$ cat src/rtl/core/lircm_pkg.sv
// Package for the learned IR code matcher.
// Holds default sizes, output field width and the controller/datapath bundles.
// No dependencies.
package lircm_pkg;

   localparam int NUM_SLOTS_DEFAULT = 8;
   localparam int CODE_BITS_DEFAULT = 32;
   localparam int OUT_FIELD_BITS    = 4;

   typedef struct packed {
      logic load;
      logic scan;
      logic commit;
   } cmd_type;

   typedef struct packed {
      logic need_scan;
      logic scan_end;
      logic out_free;
   } status_type;

endpackage

$ cat src/rtl/core/lircm_ram.sv
// Generic single-write, single-read RAM with registered read data.
// No dependencies.
module lircm_ram #(
   parameter int WIDTH = 32,
   parameter int DEPTH = 8,
   parameter int ADDR_BITS = (DEPTH > 1) ? $clog2(DEPTH) : 1
) (
   input  logic                 clock,
   input  logic                 wr_en,
   input  logic [ADDR_BITS-1:0] wr_addr,
   input  logic [WIDTH-1:0]     wr_data,
   input  logic [ADDR_BITS-1:0] rd_addr,
   output logic [WIDTH-1:0]     rd_data
);

   logic [WIDTH-1:0] mem_ff [DEPTH];
   logic [WIDTH-1:0] rd_data_ff;

   always_ff @(posedge clock) begin
      if (wr_en) begin
         mem_ff[wr_addr] <= wr_data;
      end
      rd_data_ff <= mem_ff[rd_addr];
   end

   assign rd_data = rd_data_ff;

endmodule

$ cat src/rtl/core/lircm_ctrl.sv
// Controller state machine for the learned IR code matcher.
// Depends on lircm_pkg for the command and status bundles.
module lircm_ctrl
   import lircm_pkg::*;
(
   input  logic       clock,
   input  logic       reset,
   input  logic       req_valid,
   output logic       req_stall,
   input  status_type status,
   output cmd_type    cmd
);

   localparam logic [1:0] ST_IDLE   = 2'd0;
   localparam logic [1:0] ST_SCAN   = 2'd1;
   localparam logic [1:0] ST_FINISH = 2'd2;

   logic [1:0] state_ff;
   logic [1:0] state_in;
   logic       accept;

   assign req_stall = (state_ff != ST_IDLE);
   assign accept    = req_valid && !req_stall;

   always_comb begin
      state_in   = state_ff;
      cmd.load   = 1'b0;
      cmd.scan   = 1'b0;
      cmd.commit = 1'b0;
      unique case (state_ff)
         ST_IDLE: begin
            if (accept) begin
               cmd.load = 1'b1;
               state_in = status.need_scan ? ST_SCAN : ST_FINISH;
            end
         end
         ST_SCAN: begin
            cmd.scan = 1'b1;
            if (status.scan_end) begin
               state_in = ST_FINISH;
            end
         end
         ST_FINISH: begin
            if (status.out_free) begin
               cmd.commit = 1'b1;
               state_in   = ST_IDLE;
            end
         end
         default: begin
            state_in = ST_IDLE;
         end
      endcase
   end

   always_ff @(posedge clock) begin
      if (reset) begin
         state_ff <= ST_IDLE;
      end else begin
         state_ff <= state_in;
      end
   end

endmodule

$ cat src/rtl/core/lircm_datapath.sv
// Datapath for the learned IR code matcher: code table, scan, state and result register.
// Depends on lircm_pkg and lircm_ram.
module lircm_datapath
   import lircm_pkg::*;
#(
   parameter int NUM_SLOTS = NUM_SLOTS_DEFAULT,
   parameter int CODE_BITS = CODE_BITS_DEFAULT
) (
   input  logic                      clock,
   input  logic                      reset,
   input  logic                      req_mode,
   input  logic [CODE_BITS-1:0]      req_code,
   input  logic                      rsp_stall,
   output logic                      rsp_valid,
   output logic [OUT_FIELD_BITS-1:0] rsp_key_index,
   output logic                      rsp_report_needed,
   output logic                      rsp_learned,
   output logic                      rsp_duplicate,
   output logic [OUT_FIELD_BITS-1:0] rsp_learn_slot,
   output logic                      rsp_learn_done,
   input  cmd_type                   cmd,
   output status_type                status
);

   localparam int SLOT_W = (NUM_SLOTS > 1) ? $clog2(NUM_SLOTS) : 1;
   localparam int POS_W  = $clog2(NUM_SLOTS + 1);
   localparam logic [SLOT_W-1:0] LAST_SLOT = SLOT_W'(NUM_SLOTS - 1);
   localparam logic [POS_W-1:0]  MAX_POS   = POS_W'(NUM_SLOTS);

   logic                 mode_ff;
   logic [CODE_BITS-1:0] code_ff;
   logic [CODE_BITS-1:0] prev_ff;
   logic [POS_W-1:0]     key_ff;
   logic [POS_W-1:0]     pos_ff;
   logic [NUM_SLOTS-1:0] valid_ff;
   logic [SLOT_W-1:0]    rd_addr_ff;
   logic                 cmp_pend_ff;
   logic [SLOT_W-1:0]    cmp_addr_ff;
   logic                 found_ff;
   logic [POS_W-1:0]     found_key_ff;
   logic                 rsp_valid_ff;
   logic [OUT_FIELD_BITS-1:0] rsp_key_ff;
   logic                 rsp_report_ff;
   logic                 rsp_learned_ff;
   logic                 rsp_dup_ff;
   logic [OUT_FIELD_BITS-1:0] rsp_slot_ff;
   logic                 rsp_done_ff;

   logic [CODE_BITS-1:0] rd_data;
   logic                 hit;
   logic                 changed;
   logic [POS_W-1:0]     key_in;
   logic [POS_W-1:0]     pos_in;
   logic [POS_W-1:0]     pos_inc;
   logic [POS_W-1:0]     pos_dec;
   logic                 report_in;
   logic                 stored_in;
   logic                 dup_in;
   logic                 done_in;
   logic                 clear_table;
   logic [POS_W+3:0]     key_wide;
   logic [POS_W+3:0]     pos_wide;

   lircm_ram #(
      .WIDTH (CODE_BITS),
      .DEPTH (NUM_SLOTS),
      .ADDR_BITS (SLOT_W)
   ) u_table (
      .clock   (clock),
      .wr_en   (cmd.commit && stored_in),
      .wr_addr (pos_dec[SLOT_W-1:0]),
      .wr_data (code_ff),
      .rd_addr (rd_addr_ff),
      .rd_data (rd_data)
   );

   assign hit = cmp_pend_ff && valid_ff[cmp_addr_ff] && (rd_data == code_ff);

   assign status.need_scan = !req_mode && (req_code != prev_ff) && (req_code != '0);
   assign status.scan_end  = cmp_pend_ff && (hit || (cmp_addr_ff == LAST_SLOT));
   assign status.out_free  = !rsp_valid_ff || !rsp_stall;

   assign changed = !mode_ff && (code_ff != prev_ff);
   assign pos_inc = pos_ff + POS_W'(1);
   assign pos_dec = pos_ff - POS_W'(1);

   always_comb begin
      key_in      = key_ff;
      pos_in      = pos_ff;
      report_in   = 1'b0;
      stored_in   = 1'b0;
      dup_in      = 1'b0;
      done_in     = 1'b0;
      clear_table = 1'b0;
      if (mode_ff) begin
         if (pos_ff == '0) begin
            clear_table = 1'b1;
            pos_in      = POS_W'(1);
         end else begin
            pos_in = '0;
         end
      end else if (changed) begin
         key_in = found_ff ? found_key_ff : '0;
         if (pos_ff != '0) begin
            if (code_ff != '0) begin
               if (!found_ff) begin
                  stored_in = 1'b1;
                  if (pos_ff == MAX_POS) begin
                     pos_in  = '0;
                     done_in = 1'b1;
                  end else begin
                     pos_in = pos_inc;
                  end
               end else begin
                  dup_in = 1'b1;
               end
            end
         end else begin
            report_in = 1'b1;
         end
      end
   end

   assign key_wide = (POS_W + 4)'(key_in);
   assign pos_wide = (POS_W + 4)'(pos_in);

   always_ff @(posedge clock) begin
      if (cmd.load) begin
         mode_ff <= req_mode;
         code_ff <= req_code;
      end
      if (cmd.load) begin
         rd_addr_ff <= '0;
      end else if (cmd.scan && (rd_addr_ff != LAST_SLOT)) begin
         rd_addr_ff <= rd_addr_ff + SLOT_W'(1);
      end
      cmp_addr_ff <= rd_addr_ff;
      if (hit) begin
         found_key_ff <= POS_W'(cmp_addr_ff) + POS_W'(1);
      end
      if (cmd.commit) begin
         rsp_key_ff     <= key_wide[3:0];
         rsp_report_ff  <= report_in;
         rsp_learned_ff <= stored_in;
         rsp_dup_ff     <= dup_in;
         rsp_slot_ff    <= pos_wide[3:0];
         rsp_done_ff    <= done_in;
      end
   end

   always_ff @(posedge clock) begin
      if (reset) begin
         prev_ff      <= '0;
         key_ff       <= '0;
         pos_ff       <= '0;
         valid_ff     <= '0;
         cmp_pend_ff  <= 1'b0;
         found_ff     <= 1'b0;
         rsp_valid_ff <= 1'b0;
      end else begin
         cmp_pend_ff <= cmd.scan && !status.scan_end;
         if (cmd.load) begin
            found_ff <= 1'b0;
         end else if (hit) begin
            found_ff <= 1'b1;
         end
         if (cmd.commit) begin
            if (changed) begin
               prev_ff <= code_ff;
            end
            key_ff <= key_in;
            pos_ff <= pos_in;
            if (clear_table) begin
               valid_ff <= '0;
            end else if (stored_in) begin
               valid_ff[pos_dec[SLOT_W-1:0]] <= 1'b1;
            end
            rsp_valid_ff <= 1'b1;
         end else if (!rsp_stall) begin
            rsp_valid_ff <= 1'b0;
         end
      end
   end

   assign rsp_valid         = rsp_valid_ff;
   assign rsp_key_index     = rsp_key_ff;
   assign rsp_report_needed = rsp_report_ff;
   assign rsp_learned       = rsp_learned_ff;
   assign rsp_duplicate     = rsp_dup_ff;
   assign rsp_learn_slot    = rsp_slot_ff;
   assign rsp_learn_done    = rsp_done_ff;

endmodule

$ cat src/rtl/core/learned_ir_code_matcher_unit.sv
// Top level of the learned IR code matcher: controller plus datapath.
// Depends on lircm_pkg, lircm_ctrl, lircm_datapath (and lircm_ram below it).
//
//   channel | direction | handshake            | payload
//   req_    | in        | req_valid/req_stall  | mode, code
//   rsp_    | out       | rsp_valid/rsp_stall  | key_index, report_needed, learned,
//           |           |                      | duplicate, learn_slot, learn_done
//
// A button press, an unchanged code or a zero code skips the table scan and goes from accept
// straight to the finish state, where its result is registered once the output is free; a changed
// nonzero code first walks the table RAM slot by slot through its registered read port, and
// a match ends the walk early.
// Reset is synchronous; the table's valid bits clear at once, with no sweep.
// A stalled result holds in the output register; the next transaction is taken
// after the previous result has been loaded there.
module learned_ir_code_matcher_unit
   import lircm_pkg::*;
#(
   parameter int NUM_SLOTS = NUM_SLOTS_DEFAULT,
   parameter int CODE_BITS = CODE_BITS_DEFAULT
) (
   input  logic                      clock,
   input  logic                      reset,
   input  logic                      req_valid,
   output logic                      req_stall,
   input  logic                      req_mode,
   input  logic [CODE_BITS-1:0]      req_code,
   output logic                      rsp_valid,
   input  logic                      rsp_stall,
   output logic [OUT_FIELD_BITS-1:0] rsp_key_index,
   output logic                      rsp_report_needed,
   output logic                      rsp_learned,
   output logic                      rsp_duplicate,
   output logic [OUT_FIELD_BITS-1:0] rsp_learn_slot,
   output logic                      rsp_learn_done
);

   cmd_type    cmd;
   status_type status;

   lircm_ctrl u_ctrl (
      .clock     (clock),
      .reset     (reset),
      .req_valid (req_valid),
      .req_stall (req_stall),
      .status    (status),
      .cmd       (cmd)
   );

   lircm_datapath #(
      .NUM_SLOTS (NUM_SLOTS),
      .CODE_BITS (CODE_BITS)
   ) u_datapath (
      .clock             (clock),
      .reset             (reset),
      .req_mode          (req_mode),
      .req_code          (req_code),
      .rsp_stall         (rsp_stall),
      .rsp_valid         (rsp_valid),
      .rsp_key_index     (rsp_key_index),
      .rsp_report_needed (rsp_report_needed),
      .rsp_learned       (rsp_learned),
      .rsp_duplicate     (rsp_duplicate),
      .rsp_learn_slot    (rsp_learn_slot),
      .rsp_learn_done    (rsp_learn_done),
      .cmd               (cmd),
      .status            (status)
   );

endmodule
$ cat config.mk
export PLATFORM = sky130hd
export DESIGN_NAME = learned_ir_code_matcher_unit
export DESIGN_NICKNAME = d
export VERILOG_FILES = /design/src/rtl/core/lircm_pkg.sv /design/src/rtl/core/lircm_ram.sv /design/src/rtl/core/lircm_ctrl.sv /design/src/rtl/core/lircm_datapath.sv /design/src/rtl/core/learned_ir_code_matcher_unit.sv
export SDC_FILE = /design/constraint.sdc
export NUM_CORES = 1
export LEC_CHECK = 0
export ABC_AREA = 0
export BUFFER_PORTS_ARGS = -buffer_cell sky130_fd_sc_hd__buf_4
export CORE_MARGIN = 2
export CORE_UTILIZATION = 50
export CTS_BUF_LIST = sky130_fd_sc_hd__clkbuf_4 sky130_fd_sc_hd__clkbuf_8
export CTS_CLUSTER_SIZE = 25
export DETAILED_ROUTE_END_ITERATION = 16
export GPL_TIMING_DRIVEN = 1
export PLACE_DENSITY_LB_ADDON = 0.2
export SLEW_MARGIN = 40
export SYNTH_ARGS = -nofsm -noshare
export SYNTH_HDL_FRONTEND = slang
export SYNTH_SLANG_ARGS = --single-unit
$ cat constraint.sdc
create_clock -name clock -period 11.1 [get_ports clock]
set_input_delay 2.775 -clock clock [delete_from_list [all_inputs] [get_ports clock]]
set_output_delay 2.775 -clock clock [all_outputs]
set_load 0.05 [all_outputs]
* Word-level counts from Yosys, hierarchy flattened *
Memory sizes are Yosys's and may differ from the RTL's. A register that Yosys moved wholly into a read port is not among the register bits.
Index checks and enable logic that the tools add are counted.

word-level totals
  register bits after elaboration = 108
  RAM bits = 256
  input bits = 37
  memories = 1

operators by class
  add/subtract/negate cells = 4
  magnitude comparators = 3
  equality and inequality tests = 12
  multiplexer cells = 40
  bitwise gates (word level) = 4
  reduce and logical (&&, ||, !) cells = 33

memories
  memory                     words  bits a word  rd ports  clocked after memory_dff  wr ports  line             text
  u_datapath.u_table.mem_ff  8      32           1         1                         1         lircm_ram.sv:16  logic [WIDTH-1:0] mem_ff [DEPTH];

operators by type and width
  cell                 count
  $ne 32x32->1         2
  $reduce_bool 32->1   2
  $mux 4               9
  $eq 32x32->1         1
  $mux 1               22
  $mux 8               2
  $logic_and 1x1->1    11
  $lt 3x4->1 const B   2
  $mux 2               4
  $or 8x8->8           1
  $logic_not 1->1      6
  $ne 2x1->1 const B   3
  $pmux 2 s3           1
  $reduce_or 5->1      1
  $add 3x1->4 const B  1
  $add 4x1->4 const B  1
  $eq 4x4->1 const B   1
  $logic_not 4->1      1
  $reduce_and 2->1     2
  $reduce_bool 2->1    2
  $reduce_bool 4->1    1
  $reduce_or 2->1      2
  $reduce_or 4->1      1
  $add 3x1->3 const B  1
  13 further kinds     16

* Longest topological paths before layout *
  depth after elaboration = 8
  depth in mapped cells = 8
  mapped depth without buffers = 8

* By module *
From an unflattened synthesis, not the netlist that was laid out.

unflattened totals
  cells, all modules = 876
  area, all modules = 15792.6 um2

modules (own cells, without submodules)
  module          instances  cells each  area each (um2)
  lircm_ram       1          415         10466.3
  lircm_datapath  1          446         5203.7
  lircm_ctrl      1          15          122.6

* Least setup slack after synthesis *
OpenSTA, ideal clock, no wires.

  path type = input to register
  start point = input port rsp_stall
  end point = memory u_datapath.u_table.mem_ff[6][0] (enable)
  arrival time = 6.170 ns
  slack = 4.429 ns
  cell stages on the path = 3
  cell sequence = nand2_1 nand2_1 nor4_1

on the way
  cells in the longest elaborated chain, start to end = 7

RTL lines
  item                          line                                text
  start, declared               learned_ir_code_matcher_unit.sv:29  input logic rsp_stall,
  $logic_not 1->1               lircm_datapath.sv:81                assign status.out_free = !rsp_valid_ff || !rsp_stall;
  $logic_or 1x1->1              lircm_datapath.sv:81
  $mux 1                        lircm_ctrl.sv:44                    if (status.out_free) begin
  $mux 1                        lircm_ctrl.sv:30                    unique case (state_ff)
  $logic_and 1x1->1             lircm_datapath.sv:70                .wr_en (cmd.commit && stored_in),
  $mux 1                        lircm_ram.sv:20                     if (wr_en) begin
  $mux 1 (implied by the code)  lircm_ram.sv:21                     mem_ff[wr_addr] <= wr_data;
  end, declared                 lircm_ram.sv:16

No other way between the ends.

* Worst setup path in the final report *
  start point = input port rsp_stall
  end point = memory u_datapath.u_table.mem_ff[1][22] (enable)

The elaborated chain is that of the path after synthesis.

==> insert_results.sql <==
INSERT INTO impl_metrics (metric_group, metric, value, unit) VALUES
('global_route', 'grt_remaining_overflow', '0', ''),
('global_route', 'number_of_antenna_violations_at_the_first_check_in_global_routing', '0', ''),
('sta', 'timing.final.crit_period', '4527', 'ps'),
('drt', 'avg_vias_per_cell', '5.688', ''),
('clocking', 'postCtsSetupBuffers', '0', ''),
('cells_and_area', 'num_antenna_cells', '0', ''),
('power_and_ir_drop', 'static-leakage-power', '0.005717', 'µW'),
('drt', '1st_pass_router_iterations', '5', ''),
('clocking', 'worstSkewPairLatency', '600', 'ps'),
('worst_setup_path', 'worst_r2r_path_depth', '8', ''),
('synthesis', 'yosys.cell_types.count', '49', ''),
('synthesis', 'seq_area_frac_synth', '70.61', '%'),
('drt', 'postRouteWirelength', '32450', 'µm'),
('drt', 'detailedRoute.firstIterationViolations', '561', ''),
('worst_setup_path', 'cp_startpoint_kind', 'input pin', ''),
('flow_run', 'cap_viol_max_count', '0', ''),
('worst_hold_path', 'whs_path_depth', '2', ''),
('worst_setup_path', 'worst_r2r_startpoint', 'u_datapath.code_ff[29]', ''),
('sta', 'final_max_slew_viol_count', '0', ''),
('floorplanning', 'design.portCount', '51', ''),
('drt', 'final_antenna_net_count', '0', ''),
('placed_design', 'detailed_place.area', '16570', 'µm²'),
('worst_setup_path', 'critical_path.max_fanout', '13', ''),
('sta', 'worstMarginPinSlew', '845.3', 'ps'),
('synthesis', 'syn_avg_cell_area', '17.67', 'µm²'),
('synthesis', 'synth_top_flop_cell', 'sky130_fd_sc_hd__edfxtp_1', ''),
('floorplanning', 'die_h', '180.4', 'µm'),
('power_and_ir_drop', 'power_density', '187.7', 'nW/µm²'),
('drt', 'remaining_drc_errors', '0', ''),
('clocking', 'clock_tree_from_tritoncts', 'yes', ''),
('cells_and_area', 'drive_gt1_share', '27.95', '%'),
('clocking', 'cts_htree_levels', '2', ''),
('clocking', 'clockRootBuffer', 'sky130_fd_sc_hd__clkbuf_8', ''),
('placed_design', 'dp_hpwl', '19840', 'µm'),
('cells_and_area', 'multi_input_area', '4461', 'µm²'),
('cells_and_area', 'syn2layout_area_growth', '14.93', '%'),
('run_status', 'run_status', 'complete, no violations', ''),
('clocking', 'ctsLongestPathBuffers', '3', ''),
('synthesis', 'synthCells', '880', ''),
('sta', 'final.setup.tns', '0', 'ps'),
('synthesis', 'yosysWarningCount', '0', ''),
('cells_and_area', 'final_core_util', '58.42', '%'),
('global_route', 'grt_pass1_wl', '50120', 'µm'),
('sta', 'setup_repair_after_global_routing_missed_its_margin', 'no', ''),
('worst_hold_path', 'worstHoldEndpoint', 'u_datapath.valid_ff[5]', ''),
('floorplanning', 'dieWidth', '180.4', 'µm'),
('cells_and_area', 'sequential_cell_area', '10990', 'µm²'),
('placed_design', 'placedCellCount', '1311', ''),
('floorplanning', 'start_util', '50.83', '%'),
('placed_design', 'place.port_buffers', '50', ''),
('cells_and_area', 'mostFrequentLayoutCell', 'sky130_fd_sc_hd__edfxtp_1', ''),
('sta', 'clock-skew-final', '22.69', 'ps'),
('worst_hold_path', 'hold_class', 'reg2reg', ''),
('worst_setup_path', 'rrSetupSlack', '7590', 'ps'),
('floorplanning', 'num_rows', '64', ''),
('synthesis', 'synth_enable_flop_cells', '305', ''),
('power_and_ir_drop', 'post-layout-total-power', '3354', 'µW'),
('cells_and_area', 'finish.cell_count_without_fillers', '1423', ''),
('floorplanning', 'core', '30590', 'µm²'),
('clocking', 'ctsResizeCount', '0', ''),
('sta', 'timing.final.hold_violations', '0', ''),
('worst_setup_path', 'end_kind', 'flip-flop', ''),
('power_and_ir_drop', 'peakVddDrop', '137.6', 'µV'),
('clocking', 'cts_num_sinks', '396', ''),
('sta', 'timing.max_slew.rel_slack', '43.13', '%'),
('synthesis', 'yosys_register_bits', '396', ''),
('placed_design', 'finalWeightedCongestion', '0.8504', ''),
('worst_setup_path', 'path_class', 'in2reg', ''),
('global_route', 'grt_pass1_vias', '8516', ''),
('synthesis', 'mappedNetlistArea', '15550', 'µm²'),
('worst_setup_path', 'critical_path_required', '11400', 'ps');
power by group:
| group | internal, µW | switching (µW) | total, µW |
|---|---|---|---|
| clock network | 720 | 541 | 1260 |
| registers | 1660 | 85.5 | 1750 |
| logic | 189 | 155 | 344 |
| total | 2570 | 782 | 3350 |
per-stage QoR:
step	hold WS, ps	worst slack, ps
floorplan	354.0	4429
global placement	428.0	5770
detailed placement	432.6	5986
CTS	450.0	6629
global route	485.1	6466
finish	451.5	6573
flip-flops by register name (all words and copies together) (netlist names):
name                          flops
u_datapath.u_table.mem_ff       256
u_datapath.cmp_pend_ff            1
u_datapath.valid_ff               8
u_datapath.rsp_valid              1
u_datapath.pos_ff                 4
u_datapath.key_ff                 4
u_datapath.found_key_ff           4
u_datapath.rsp_learn_slot         4
u_datapath.u_table.rd_data       32
u_datapath.cmp_addr_ff            3
u_datapath.rsp_learned            1
u_datapath.found_ff               1
u_datapath.rd_addr_ff             3
u_datapath.prev_ff               32
u_datapath.rsp_key_index          4
u_datapath.rsp_report_needed      1
u_ctrl.state_ff                   2
u_datapath.rsp_learn_done         1
u_datapath.rsp_duplicate          1
u_datapath.mode_ff                1
u_datapath.code_ff               32
synth_stat cells, types with 2 or more instances:
master	number	area [µm²]
sky130_fd_sc_hd__xnor2_1	89	779.5
sky130_fd_sc_hd__buf_1	3	11.26
sky130_fd_sc_hd__o21a_1	2	15.01
sky130_fd_sc_hd__and3_1	4	25.02
sky130_fd_sc_hd__buf_2	7	35.03
sky130_fd_sc_hd__and2_1	5	31.28
sky130_fd_sc_hd__mux2_2	37	416.7
sky130_fd_sc_hd__a21oi_1	6	30.03
sky130_fd_sc_hd__ha_1	6	75.07
sky130_fd_sc_hd__and4_1	3	26.28
sky130_fd_sc_hd__mux2i_1	39	390.4
sky130_fd_sc_hd__a22o_1	5	43.79
sky130_fd_sc_hd__nor4_4	2	42.54
sky130_fd_sc_hd__nand3_1	2	10.01
sky130_fd_sc_hd__clkbuf_1	19	71.32
sky130_fd_sc_hd__nor2b_1	3	18.77
sky130_fd_sc_hd__xor2_1	8	70.07
sky130_fd_sc_hd__o21ai_0	4	20.02
sky130_fd_sc_hd__o41ai_1	4	35.03
sky130_fd_sc_hd__a211oi_1	2	15.01
sky130_fd_sc_hd__nor4_1	23	143.9
sky130_fd_sc_hd__a2111oi_2	2	30.03
sky130_fd_sc_hd__nand4_1	27	168.9
sky130_fd_sc_hd__nor2_1	52	195.2
sky130_fd_sc_hd__dfxtp_1	91	1822
sky130_fd_sc_hd__nor3_1	6	30.03
sky130_fd_sc_hd__buf_6	3	33.78
sky130_fd_sc_hd__o21bai_1	2	15.01
sky130_fd_sc_hd__o31ai_1	4	30.03
sky130_fd_sc_hd__edfxtp_1	305	9159
sky130_fd_sc_hd__nand2_1	20	75.07
sky130_fd_sc_hd__mux4_2	66	1486
sky130_fd_sc_hd__a31oi_1	2	12.51
sky130_fd_sc_hd__inv_1	8	30.03
sky130_fd_sc_hd__nand2b_1	5	31.28
final cells by class:
type	count	area share [%]
clock buffer	83	5.797
clock inverter	29	1.435
inverter	8	0.1680
multi-input combinational	444	24.96
sequential	396	61.48
tap	396	2.773
timing repair buffer	67	3.389
layer usage:
metal  share of wire (%)  global-route usage, %
met1                  43                  27.27
met5                   0                      0
met2                  50                  33.82
met3                 4.7                  3.416
met4                 2.8                  7.290
worst max path at each step:
stage,depth (start not counted),end,slack (ps),startpoint
6_report,8,u_datapath.u_table.mem_ff[1][22],6570,rsp_stall
5_1_grt,8,u_datapath.u_table.mem_ff[1][25],6470,rsp_stall
3_5_place_dp,8,u_datapath.u_table.mem_ff[1][13],5990,rsp_stall
2_1_floorplan,3,u_datapath.u_table.mem_ff[6][0],4430,rsp_stall
4_1_cts,8,u_datapath.u_table.mem_ff[1][19],6630,rsp_stall
3_3_place_gp,6,u_datapath.u_table.mem_ff[0][8],5770,rsp_stall
critical path: stages:
cell and delay (ps):
sky130_fd_sc_hd__buf_4 110, sky130_fd_sc_hd__nand2_1 110, sky130_fd_sc_hd__nand2_1 200, sky130_fd_sc_hd__nor2_1 230, sky130_fd_sc_hd__nand3_1 510, sky130_fd_sc_hd__nor2_4 520
sky130_fd_sc_hd__buf_16 200, sky130_fd_sc_hd__buf_16 150
logic make-up (layout without fill, tap and decap cells):
family / after synthesis / after routing / share of synthesized area [%]
AO/OA/AOI/OAI: 43 / 43 / 2.197
XOR/XNOR: 97 / 97 / 5.464
adder cells (fa/ha/maj): 6 / 6 / 0.4828
buffers and inverters: 40 / 187 / 1.167
flip-flops: 396 / 396 / 70.61
multiplexers: 142 / 142 / 14.75
AND/OR/NAND/NOR: 156 / 156 / 5.327
(Power assumes the default switching activity.)
